--- config.mk ---
export PLATFORM = sky130hd
export DESIGN_NAME = packed_instruction_bit_decoder_core
export DESIGN_NICKNAME = d
export VERILOG_FILES = /design/src/hdl/pibd_pkg.sv /design/src/hdl/pibd_fifo.sv /design/src/hdl/pibd_back.sv /design/src/hdl/packed_instruction_bit_decoder_core.sv
export SDC_FILE = /design/constraint.sdc
export NUM_CORES = 1
export LEC_CHECK = 0
export BUFFER_PORTS_ARGS = -buffer_cell sky130_fd_sc_hd__buf_4
export CAP_MARGIN = 20
export CORE_MARGIN = 2
export CORE_UTILIZATION = 40
export CTS_CLUSTER_DIAMETER = 80
export CTS_CLUSTER_SIZE = 10
export DETAILED_ROUTE_END_ITERATION = 7
export GPL_TIMING_DRIVEN = 0
export PLACE_DENSITY = 0.63
export SYNTH_ARGS = -nofsm -noshare
export SYNTH_HDL_FRONTEND = slang
export SYNTH_SLANG_ARGS = --single-unit
--- constraint.sdc ---
create_clock -name clock -period 6.8 [get_ports clock]
set_input_delay 1.36 -clock clock [delete_from_list [all_inputs] [get_ports clock]]
set_output_delay 1.36 -clock clock [all_outputs]
set_load 0.01 [all_outputs]
--- src/hdl/pibd_pkg.sv ---
package pibd_pkg;

   // queue depths, used as defaults on the top level
   localparam int BYTE_QUEUE_DEPTH = 2;
   localparam int RSP_QUEUE_DEPTH  = 2;

   // field widths of the packed program format
   localparam logic [3:0] COUNT_BITS  = 4'd5;
   localparam logic [3:0] OPCODE_BITS = 4'd3;
   localparam logic [3:0] TYPE_BITS   = 4'd2;
   localparam logic [3:0] LABEL_BITS  = 4'd3;

   localparam logic KIND_INSTR = 1'b0;
   localparam logic KIND_LABEL = 1'b1;

   typedef struct packed {
      logic       record_kind;
      logic [2:0] opcode;
      logic [1:0] operand_count;
      logic [1:0] first_type;
      logic [7:0] first_value;
      logic [1:0] second_type;
      logic [7:0] second_value;
      logic [2:0] label_value;
      logic       last_of_run;
   } rsp_type;

   // status of a queue as seen by its neighbours
   typedef struct packed {
      logic full;
      logic empty;
   } queue_status_type;

endpackage

--- src/hdl/pibd_fifo.sv ---
module pibd_fifo
   import pibd_pkg::*;
#(
   parameter int WIDTH = 8,
   parameter int DEPTH = 2
) (
   input  logic                    clock,
   input  logic                    reset,
   input  logic                    push,
   input  logic [WIDTH-1:0]        push_data,
   input  logic                    pop,
   output logic [WIDTH-1:0]        pop_data,
   output queue_status_type        status
);

   localparam int AW = $clog2(DEPTH);
   localparam int CW = $clog2(DEPTH + 1);

   logic [WIDTH-1:0] mem_ff [DEPTH];
   logic [AW-1:0]    wr_ptr_ff, wr_ptr_in;
   logic [AW-1:0]    rd_ptr_ff, rd_ptr_in;
   logic [CW-1:0]    count_ff, count_in;

   function automatic logic [AW-1:0] ptr_next(input logic [AW-1:0] ptr);
      if (ptr == AW'(DEPTH - 1)) begin
         return '0;
      end
      return ptr + AW'(1);
   endfunction

   assign status.full  = (count_ff == CW'(DEPTH));
   assign status.empty = (count_ff == '0);
   assign pop_data     = mem_ff[rd_ptr_ff];

   always_comb begin
      wr_ptr_in = push ? ptr_next(wr_ptr_ff) : wr_ptr_ff;
      rd_ptr_in = pop ? ptr_next(rd_ptr_ff) : rd_ptr_ff;
      count_in  = count_ff;
      if (push && !pop) begin
         count_in = count_ff + CW'(1);
      end else if (pop && !push) begin
         count_in = count_ff - CW'(1);
      end
   end

   always_ff @(posedge clock) begin
      if (reset) begin
         wr_ptr_ff <= '0;
         rd_ptr_ff <= '0;
         count_ff  <= '0;
      end else begin
         wr_ptr_ff <= wr_ptr_in;
         rd_ptr_ff <= rd_ptr_in;
         count_ff  <= count_in;
      end
   end

   always_ff @(posedge clock) begin
      if (push) begin
         mem_ff[wr_ptr_ff] <= push_data;
      end
   end

`ifndef ASSERT_OFF
   a_no_overflow: assert property (@(posedge clock) disable iff (reset)
      !(push && status.full && !pop))
      else $error("queue written while full");

   a_no_underflow: assert property (@(posedge clock) disable iff (reset)
      !(pop && status.empty))
      else $error("queue read while empty");

   a_count_bound: assert property (@(posedge clock) disable iff (reset)
      count_ff <= CW'(DEPTH))
      else $error("queue count beyond depth");
`endif

endmodule

--- src/hdl/pibd_back.sv ---
module pibd_back
   import pibd_pkg::*;
(
   input  logic             clock,
   input  logic             reset,
   input  logic             byte_valid,
   input  logic [7:0]       byte_data,
   output logic             byte_pop,
   input  logic             rsp_room,
   output logic             rsp_push,
   output rsp_type          rsp_data
);

   typedef enum logic [4:0] {
      PH_COUNT  = 5'b00001,
      PH_OPCODE = 5'b00010,
      PH_TYPE   = 5'b00100,
      PH_VALUE  = 5'b01000,
      PH_LABEL  = 5'b10000
   } phase_type;

   localparam logic [2:0] OP_CAL   = 3'b001;
   localparam logic [2:0] OP_RET   = 3'b010;
   localparam logic [2:0] OP_PRINT = 3'b101;
   localparam logic [2:0] OP_NOT   = 3'b110;
   localparam logic [2:0] OP_EQU   = 3'b111;

   localparam logic [1:0] TYPE_VALUE    = 2'd0;
   localparam logic [1:0] TYPE_REGISTER = 2'd1;

   phase_type   phase_ff, phase_in;
   logic [3:0]  bits_left_ff, bits_left_in;
   logic [2:0]  bit_pos_ff, bit_pos_in;
   logic [7:0]  accum_ff, accum_in;
   logic [4:0]  instr_left_ff, instr_left_in;
   logic [1:0]  operands_left_ff, operands_left_in;
   logic [2:0]  held_opcode_ff, held_opcode_in;
   logic [1:0]  held_type_ff, held_type_in;
   logic [1:0]  held_first_type_ff, held_first_type_in;
   logic [7:0]  held_first_value_ff, held_first_value_in;
   logic [2:0]  bit_idx_ff;
   logic        pend_valid_ff, pend_valid_in;
   rsp_type     pend_ff, pend_in;

   logic        step;
   logic        byte_end;
   logic        cur_bit;
   logic [7:0]  accum_next;
   logic        field_done;
   logic        new_res;
   rsp_type     res;
   logic [4:0]  instr_dec;
   logic [1:0]  op_total;
   logic [1:0]  held_total;
   logic        flush;
   logic        push_old;

   function automatic logic [1:0] operand_total(input logic [2:0] op);
      case (op)
         OP_RET:                             return 2'd0;
         OP_CAL, OP_PRINT, OP_NOT, OP_EQU:   return 2'd1;
         default:                            return 2'd2;
      endcase
   endfunction

   function automatic logic [3:0] value_width(input logic [1:0] t);
      case (t)
         TYPE_VALUE:    return 4'd8;
         TYPE_REGISTER: return 4'd3;
         default:       return 4'd5;
      endcase
   endfunction

   assign step       = byte_valid && rsp_room;
   assign byte_end   = (bit_idx_ff == 3'd7);
   assign byte_pop   = step && byte_end;
   assign cur_bit    = byte_data[bit_idx_ff];
   assign accum_next = accum_ff | ({7'd0, cur_bit} << bit_pos_ff);
   assign field_done = (bits_left_ff == 4'd1);
   assign instr_dec  = (instr_left_ff != 5'd0) ? instr_left_ff - 5'd1 : instr_left_ff;
   assign op_total   = operand_total(accum_next[2:0]);
   assign held_total = operand_total(held_opcode_ff);

   // one bit of the field in flight per step
   always_comb begin
      phase_in            = phase_ff;
      bits_left_in        = bits_left_ff - 4'd1;
      bit_pos_in          = bit_pos_ff + 3'd1;
      accum_in            = accum_next;
      instr_left_in       = instr_left_ff;
      operands_left_in    = operands_left_ff;
      held_opcode_in      = held_opcode_ff;
      held_type_in        = held_type_ff;
      held_first_type_in  = held_first_type_ff;
      held_first_value_in = held_first_value_ff;
      new_res             = 1'b0;
      res                 = '0;

      if (field_done) begin
         accum_in   = '0;
         bit_pos_in = '0;
         case (phase_ff)
            PH_OPCODE: begin
               held_opcode_in   = accum_next[2:0];
               operands_left_in = op_total;
               if (op_total == 2'd0) begin
                  new_res          = 1'b1;
                  res.record_kind  = KIND_INSTR;
                  res.opcode       = accum_next[2:0];
                  instr_left_in    = instr_dec;
                  phase_in         = (instr_dec == 5'd0) ? PH_LABEL : PH_OPCODE;
                  bits_left_in     = (instr_dec == 5'd0) ? LABEL_BITS : OPCODE_BITS;
               end else begin
                  phase_in     = PH_TYPE;
                  bits_left_in = TYPE_BITS;
               end
            end
            PH_TYPE: begin
               held_type_in = accum_next[1:0];
               phase_in     = PH_VALUE;
               bits_left_in = value_width(accum_next[1:0]);
            end
            PH_VALUE: begin
               if (held_total == 2'd2 && operands_left_ff == 2'd2) begin
                  held_first_type_in  = held_type_ff;
                  held_first_value_in = accum_next;
                  operands_left_in    = 2'd1;
                  phase_in            = PH_TYPE;
                  bits_left_in        = TYPE_BITS;
               end else begin
                  operands_left_in = 2'd0;
                  new_res          = 1'b1;
                  res.record_kind  = KIND_INSTR;
                  res.opcode       = held_opcode_ff;
                  if (held_total == 2'd2) begin
                     res.operand_count = 2'd2;
                     res.first_type    = held_first_type_ff;
                     res.first_value   = held_first_value_ff;
                     res.second_type   = held_type_ff;
                     res.second_value  = accum_next;
                  end else begin
                     res.operand_count = 2'd1;
                     res.first_type    = held_type_ff;
                     res.first_value   = accum_next;
                  end
                  instr_left_in = instr_dec;
                  phase_in      = (instr_dec == 5'd0) ? PH_LABEL : PH_OPCODE;
                  bits_left_in  = (instr_dec == 5'd0) ? LABEL_BITS : OPCODE_BITS;
               end
            end
            PH_LABEL: begin
               new_res         = 1'b1;
               res.record_kind = KIND_LABEL;
               res.label_value = accum_next[2:0];
               phase_in        = PH_COUNT;
               bits_left_in    = COUNT_BITS;
            end
            default: begin
               // instruction count; zero runs one instruction
               instr_left_in = (accum_next[4:0] == 5'd0) ? 5'd1 : accum_next[4:0];
               phase_in      = PH_OPCODE;
               bits_left_in  = OPCODE_BITS;
            end
         endcase
      end
   end

   // results wait one behind so the last one of each byte can be marked;
   // items end at least three bits apart, so only one push per cycle
   assign flush    = pend_valid_ff && pend_ff.last_of_run && rsp_room;
   assign push_old = step && pend_valid_ff && !pend_ff.last_of_run && (new_res || byte_end);
   assign rsp_push = flush || push_old;

   always_comb begin
      rsp_data             = pend_ff;
      rsp_data.last_of_run = pend_ff.last_of_run || (step && byte_end && !new_res);
   end

   always_comb begin
      pend_in       = res;
      pend_in.last_of_run = byte_end;
      pend_valid_in = pend_valid_ff;
      if (step && new_res) begin
         pend_valid_in = 1'b1;
      end else if (rsp_push) begin
         pend_valid_in = 1'b0;
      end
   end

   always_ff @(posedge clock) begin
      if (reset) begin
         phase_ff            <= PH_COUNT;
         bits_left_ff        <= COUNT_BITS;
         bit_pos_ff          <= '0;
         accum_ff            <= '0;
         instr_left_ff       <= '0;
         operands_left_ff    <= '0;
         held_opcode_ff      <= '0;
         held_type_ff        <= '0;
         held_first_type_ff  <= '0;
         held_first_value_ff <= '0;
         bit_idx_ff          <= '0;
         pend_valid_ff       <= 1'b0;
      end else begin
         pend_valid_ff <= pend_valid_in;
         if (step) begin
            phase_ff            <= phase_in;
            bits_left_ff        <= bits_left_in;
            bit_pos_ff          <= bit_pos_in;
            accum_ff            <= accum_in;
            instr_left_ff       <= instr_left_in;
            operands_left_ff    <= operands_left_in;
            held_opcode_ff      <= held_opcode_in;
            held_type_ff        <= held_type_in;
            held_first_type_ff  <= held_first_type_in;
            held_first_value_ff <= held_first_value_in;
            bit_idx_ff          <= bit_idx_ff + 3'd1;
         end
      end
   end

   always_ff @(posedge clock) begin
      if (step && new_res) begin
         pend_ff <= pend_in;
      end
   end

`ifndef ASSERT_OFF
   a_field_length: assert property (@(posedge clock) disable iff (reset)
      bits_left_ff != 4'd0 && bits_left_ff <= 4'd8)
      else $error("field length out of range");

   a_single_push: assert property (@(posedge clock) disable iff (reset)
      (step && new_res && pend_valid_ff) |-> !pend_ff.last_of_run)
      else $error("two results due in one cycle");

   a_flush_once: assert property (@(posedge clock) disable iff (reset)
      flush |=> !(pend_valid_ff && pend_ff.last_of_run))
      else $error("closing result of a byte not released");
`endif

endmodule

--- src/hdl/packed_instruction_bit_decoder_core.sv ---
// channel  | direction | handshake            | payload
// req      | in        | req_valid/req_ready  | req_in_byte
// rsp      | out       | rsp_valid/rsp_ready  | rsp_record_kind .. rsp_last_of_run
//
// each byte is decoded bit-serially, one bit per cycle while the result queue has room;
// a result moves on when the next item or the byte ends; if on bit seven, once there is room.
// bytes wait in a short queue ahead of the decoder, results in a queue behind it.
// synchronous active-high reset empties both queues and restarts at an instruction count.
// the decoder holds whenever the result queue is full; input stalls once the byte queue fills.
module packed_instruction_bit_decoder_core
   import pibd_pkg::*;
#(
   parameter int BYTE_DEPTH = BYTE_QUEUE_DEPTH,
   parameter int RSP_DEPTH  = RSP_QUEUE_DEPTH
) (
   input  logic       clock,
   input  logic       reset,
   input  logic       req_valid,
   output logic       req_ready,
   input  logic [7:0] req_in_byte,
   output logic       rsp_valid,
   input  logic       rsp_ready,
   output logic       rsp_record_kind,
   output logic [2:0] rsp_opcode,
   output logic [1:0] rsp_operand_count,
   output logic [1:0] rsp_first_type,
   output logic [7:0] rsp_first_value,
   output logic [1:0] rsp_second_type,
   output logic [7:0] rsp_second_value,
   output logic [2:0] rsp_label_value,
   output logic       rsp_last_of_run
);

   localparam int RSP_WIDTH = $bits(rsp_type);

   queue_status_type       byte_status;
   queue_status_type       rsp_status;
   logic [7:0]             byte_head;
   logic                   byte_pop;
   logic                   dec_push;
   rsp_type                dec_data;
   logic [RSP_WIDTH-1:0]   rsp_head_bits;
   rsp_type                rsp_head;

   assign req_ready = !byte_status.full;

   pibd_fifo #(
      .WIDTH(8),
      .DEPTH(BYTE_DEPTH)
   ) u_byte_queue (
      .clock     (clock),
      .reset     (reset),
      .push      (req_valid && req_ready),
      .push_data (req_in_byte),
      .pop       (byte_pop),
      .pop_data  (byte_head),
      .status    (byte_status)
   );

   pibd_back u_back (
      .clock      (clock),
      .reset      (reset),
      .byte_valid (!byte_status.empty),
      .byte_data  (byte_head),
      .byte_pop   (byte_pop),
      .rsp_room   (!rsp_status.full),
      .rsp_push   (dec_push),
      .rsp_data   (dec_data)
   );

   pibd_fifo #(
      .WIDTH(RSP_WIDTH),
      .DEPTH(RSP_DEPTH)
   ) u_rsp_queue (
      .clock     (clock),
      .reset     (reset),
      .push      (dec_push),
      .push_data (dec_data),
      .pop       (rsp_valid && rsp_ready),
      .pop_data  (rsp_head_bits),
      .status    (rsp_status)
   );

   assign rsp_head          = rsp_type'(rsp_head_bits);
   assign rsp_valid         = !rsp_status.empty;
   assign rsp_record_kind   = rsp_head.record_kind;
   assign rsp_opcode        = rsp_head.opcode;
   assign rsp_operand_count = rsp_head.operand_count;
   assign rsp_first_type    = rsp_head.first_type;
   assign rsp_first_value   = rsp_head.first_value;
   assign rsp_second_type   = rsp_head.second_type;
   assign rsp_second_value  = rsp_head.second_value;
   assign rsp_label_value   = rsp_head.label_value;
   assign rsp_last_of_run   = rsp_head.last_of_run;

endmodule
# == After elaboration in Yosys (flattened, before gate mapping) ==
# Memory sizes are Yosys's and may differ from the RTL's. A register that Yosys moved wholly into a read port is not among the register bits.
# Index checks and enable logic that the tools add are counted.
# totals
reg_bits,84
latchBits,0
ramBits,76
mem_bits_ro,0
output_inout_bits,32
mem_count,2
# classes
add_sub_neg,12
mul,0
div_mod_pow,0
magnitude_cmp,1
n_eq_ne,23
n_shift,1
muxes,58
bitwise,5
n_reduce_logical,52
# memory_table
memory,depth,width,read_ports,rd_clocked_by_memory_dff,write_ports,line_no,source
u_rsp_queue.mem_ff,2,30,1,1,1,pibd_fifo.sv:19,logic [WIDTH-1:0] mem_ff [DEPTH];
u_byte_queue.mem_ff,2,8,1,1,1,pibd_fifo.sv:19,
# ops
op,count
$mux 5,7
$mux 1,29
$mux 25,1
$eq 3x3->1 const B,7
$pmux 5 s4,1
$logic_and 1x1->1,16
$pmux 4 s4,1
$pmux 5 s3,1
$mux 12,1
$pmux 2 s2,3
$reduce_or 4->1,3
$logic_not 1->1,10
$logic_not 5->1,2
$mux 10,1
$reduce_and 3->1,3
$eq 2x2->1 const B,4
$logic_not 2->1,4
$mux 2,4
$mux 8,1
$or 8x8->8,1
$pmux 4 s2,1
$reduce_bool 2->1,4
$shl 1x3->8,1
$add 3x1->3 const B,2
29 further kinds,44

# == Logic depth before layout (Yosys ltp) ==
# depth
depth_word,18
mapped_depth,11

# == Modules after synthesis ==
# A second synthesis with hierarchy kept.
# hier_totals
hier_cells,582
area_unflattened_um2,7044.3
# by_module_without_submodules
module,instances,cells_each,area_per_inst_um2,seq_area_each_um2
pibd_back,1,414,3871.2,1821.7
pibd_fifo (u_rsp_queue),1,115,2362.3,1901.8
pibd_fifo (u_byte_queue),1,47,783.3,580.6
packed_instruction_bit_decoder_core,1,6,27.5,0.0

# == Worst setup path after synthesis ==
# OpenSTA, ideal clock, no wires.
# synth_path
path_type,reg2reg
startpoint,register with a tool-made name
endpoint,memory u_rsp_queue.mem_ff[0][0] in the netlist's numbering (enable)
setup_ns,0.420
arrival_ns,3.508
slack_ns,2.872
stages_incl_launch_ff,9
n_path_buf,1
synth_period_minus_slack_ns,3.928
path_cell_list,dfxtp_1 > buf_4 > mux4_2 > o22ai_1 > o22ai_2 > a21oi_4 > a41oi_4 > a311oi_4 > nor2b_1
# synth_lines
element,line_no
end: declaration,pibd_fifo.sv:19

==> metrics.md <==
| Metric | Value |
|---|---|
| Status | `finished clean` |
| Slew margin rel. | `40.9%` |
| Most frequent cells in the layout | `edfxtp_1, nor2_1, dfxtp_1, buf_4, mux2_2` |
| Actual slew at the worst max-slew pin | `roughly 0.88 ns` |
| Share of cells above drive strength 1 | `approximately a fifth` |
| Slew Viols, Final | `0` |
| Setup CP Type | `flip-flop to flip-flop` |
| Async set-reset flop share out of synthesis | `0%` |
| Startpoint types | `flip-flop` |
| Synth cell types | `58` |
| Synth warnings | `0` |
| Post-cts repair resize count | `0` |
| Sequential Power Share | `around 50%` |
| RSZ-0062 raised after global routing | `false` |
| Post-layout minimum cycle time | `3.67 ns` |
| Mean Syn Cell Area | `about 13 um^2` |
| Die height | `roughly 130 um` |
| Core area | `0.0163 mm^2` |
| Vias in the first global route | `approximately 4300` |
| Final WL | `13300 um` |
| CTS tree | `yes` |
| R2R cell count | `8` |
| Fin Setup TNS | `0 ns` |
| Overall routing resource usage | `between 15 and 20%` |
| FP Rows | `47` |
| Worst hold margin | `approximately 0.45 ns` |
| Synthesis-to-finish area growth | `18.0%` |
| Initial Util | `40.5%` |
| CTS Root Cell | `clkbuf_16` |
| Seq/Total Area, Yosys | `roughly two thirds` |
| Vias per cell | `5.22` |
| Htree depth | `4` |
| Maxcap violations | `0` |
| Drt drc | `0` |
| WP data required | `between 6 and 7 ns` |
| Full die area | `~0.018 mm^2` |
| Grt total ovfl | `0` |
| Combinational Power Share | `under 10%` |
| Port Buffers | `42` |
| Fin. Hold Viols | `0` |
| Global placement routability congestion | `about 0.84` |
| Cell count after synthesis | `roughly 530` |
| Peak supply drop | `between 0.15 and 0.2 mV` |
| Synth Cell Area | `roughly 0.0066 mm^2` |
| Dominant cells by area after synthesis | `edfxtp_1, dfxtp_1, mux2_2` |
| Switching portion of total power | `25.2%` |
| Fmax | `0.273 GHz` |
| Clock skew | `between 0.01 and 0.015 ns` |
| Post-CTS Hold Fix Bufs | `0` |
| Setup bufs post-CTS | `0` |
| Post-Syn Nets | `around 550` |
| Commonest non-fill, non-tap cell in the layout | `edfxtp_1` |
| CP Data Arrival Time | `between 3 and 4 ns` |
| Post-DP HPWL | `8960 um` |
| Power density over cell area | `~280 mW/mm^2` |
| Sink Count | `approximately 160` |
| Number of synthesized register bits | `~160` |
| CTS Buf Count | `17` |
| Final setup fails | `0` |
| Worst Hold Depth | `0` |
| Maximum clock insertion buffer count | `2` |
| Die Wd | `133 um` |
| Period utilization | `53.9%` |
| Final ANT Viol Nets | `0` |
| HP Class | `flip-flop to flip-flop` |
| Post-synth top area share | `between 40% and 50%` |
| Post-synth EDFFs | `106` |
| First drt pass iteration count | `5` |
| Largest area contributor in the netlist | `edfxtp_1` |
| Initial antenna violation count | `0` |
| Drt wl/cell | `about 16 um` |
| First-pass GRT wire length | `approximately 22000 um` |
| Vias | `approximately 4300` |
| ANT cells | `0` |
| CP Capture Type | `flip-flop` |
| Critical path peak fanout | `30` |
| Pleak | `2.66 nW` |
| Reg clk slew, reported paths | `around 0.060 ns` |
| Nets | `between 600 and 700` |
| Clk network pwr share | `40.6%` |
| 1st-iter DRT viols | `roughly 260` |
| Worst-Skew Late Latency | `approximately 0.42 ns` |
| Top FF cell, synth | `edfxtp_1` |
| Psw | `around 0.00055 W` |
| Boundary pin count | `44` |
| Int Pwr | `0.00164 W` |
| Largest net degree at the start of global routing | `32` |
==> sequential cells by signal, indices dropped and copies added, names as in the netlist, 2 cells and up, named ones only <==
register	flops
u_rsp_queue.mem_ff	60
u_back.rsp_data	29
u_byte_queue.mem_ff	16
u_back.accum_ff	8
u_back.held_first_value_ff	8
u_back.instr_left_ff	5
u_back.phase_ff	5
u_back.bits_left_ff	4
u_back.bit_idx_ff	3
u_back.bit_pos_ff	3
u_back.held_opcode_ff	3
u_back.held_first_type_ff	2
u_back.held_type_ff	2
u_back.operands_left_ff	2
u_byte_queue.count_ff	2
u_rsp_queue.count_ff	2
==> worst max-delay path, stage by stage, from the launching register on <==
cell and delay [ns]:
dfxtp_1 0.31, buf_4 0.15, mux4_2 0.51, mux2i_1 0.22
o22ai_2 0.25, a21oi_4 0.35, a41oi_4 0.25, a311oi_4 0.42
nor2b_4 0.79
==> final timing paths <==
kind / slack, ns / to / from
max: 3.13 / u_rsp_queue.mem_ff[0][28] / flip-flop
min: 0.45 / u_rsp_queue.mem_ff[1][17] / u_back.rsp_data[17]
max reg2reg: 3.13 / u_rsp_queue.mem_ff[0][28] / flip-flop
min reg2reg: 0.45 / u_rsp_queue.mem_ff[1][17] / u_back.rsp_data[17]
==> cell families (layout without fill, tap and decap cells) <==
kind of cell | Yosys count | count (layout) | synth area share (%)
AND/OR/NAND/NOR | 163 | 163 | 11.3
flip-flops | 162 | 162 | 65.0
AO/OA/AOI/OAI | 102 | 102 | 10.7
multiplexers | 42 | 42 | 7.56
buffers and inverters | 37 | 112 | 2.16
XOR/XNOR | 13 | 13 | 1.72
adder cells (fa/ha/maj) | 8 | 8 | 1.51
==> layout make-up <==
cell class              instances  area (um^2)
plain buffers                  25         97.6
clock buffers                  17          425
clock inverters                15          135
fillers                      1460         8540
inverters                      12         45.0
multi-input cells             328         2190
flip-flops and latches        162         4300
well taps                     220          275
repair buffers                 43          335
==> metal layers <==
metal	share of wire [%]	up-vias	GRT usage [%]
li1	-	2054	-
met1	44	2133	19.2
met2	51	93	27.1
met3	3.4	13	3.41
met4	1.2	0	4.60
met5	0	-	0
==> synth_stat cells (3+ instances only) <==
master / n
a211oi_1: 16
a21oi_1: 31
a41oi_1: 4
and2_1: 7
and3_1: 5
buf_1: 4
clkbuf_1: 20
dfxtp_1: 56
edfxtp_1: 106
ha_1: 8
inv_1: 12
mux2_2: 33
mux2i_1: 5
mux4_2: 3
nand2_1: 29
nand2b_1: 4
nand3_1: 6
nand3b_1: 3
nor2_1: 75
nor2b_1: 5
nor3_1: 15
o21ai_0: 24
xnor2_1: 5
xor2_1: 8
==> per-stage QoR <==
step	total power (W)	instances	utilization (%)	cell area (um^2)	setup slack (ns)
finish	0.00219	822	47.8	7810	3.13
detailed placement	0.00132	790	44.3	7250	3.03
global route	0.00227	822	47.8	7810	2.89
global placement	0.00131	789	44.1	7210	1.75
floorplan	0.00125	527	-	6620	2.87
CTS	0.00220	822	47.8	7810	3.03
==> power by group through the flow <==
| stage | sequential, W | clock [W] | combinational [W] |
|---|---|---|---|
| 5_1_grt | 0.00109 | 0.000937 | 0.000235 |
| 2_1_floorplan | 0.00110 | 0 | 0.000150 |
| 4_1_cts | 0.00109 | 0.000906 | 0.000210 |
| 6_report | 0.00109 | 0.000891 | 0.000213 |
| 3_3_place_gp | 0.00111 | 0 | 0.000201 |
| 3_5_place_dp | 0.00111 | 0 | 0.000209 |
(Power assumes the default switching activity.)
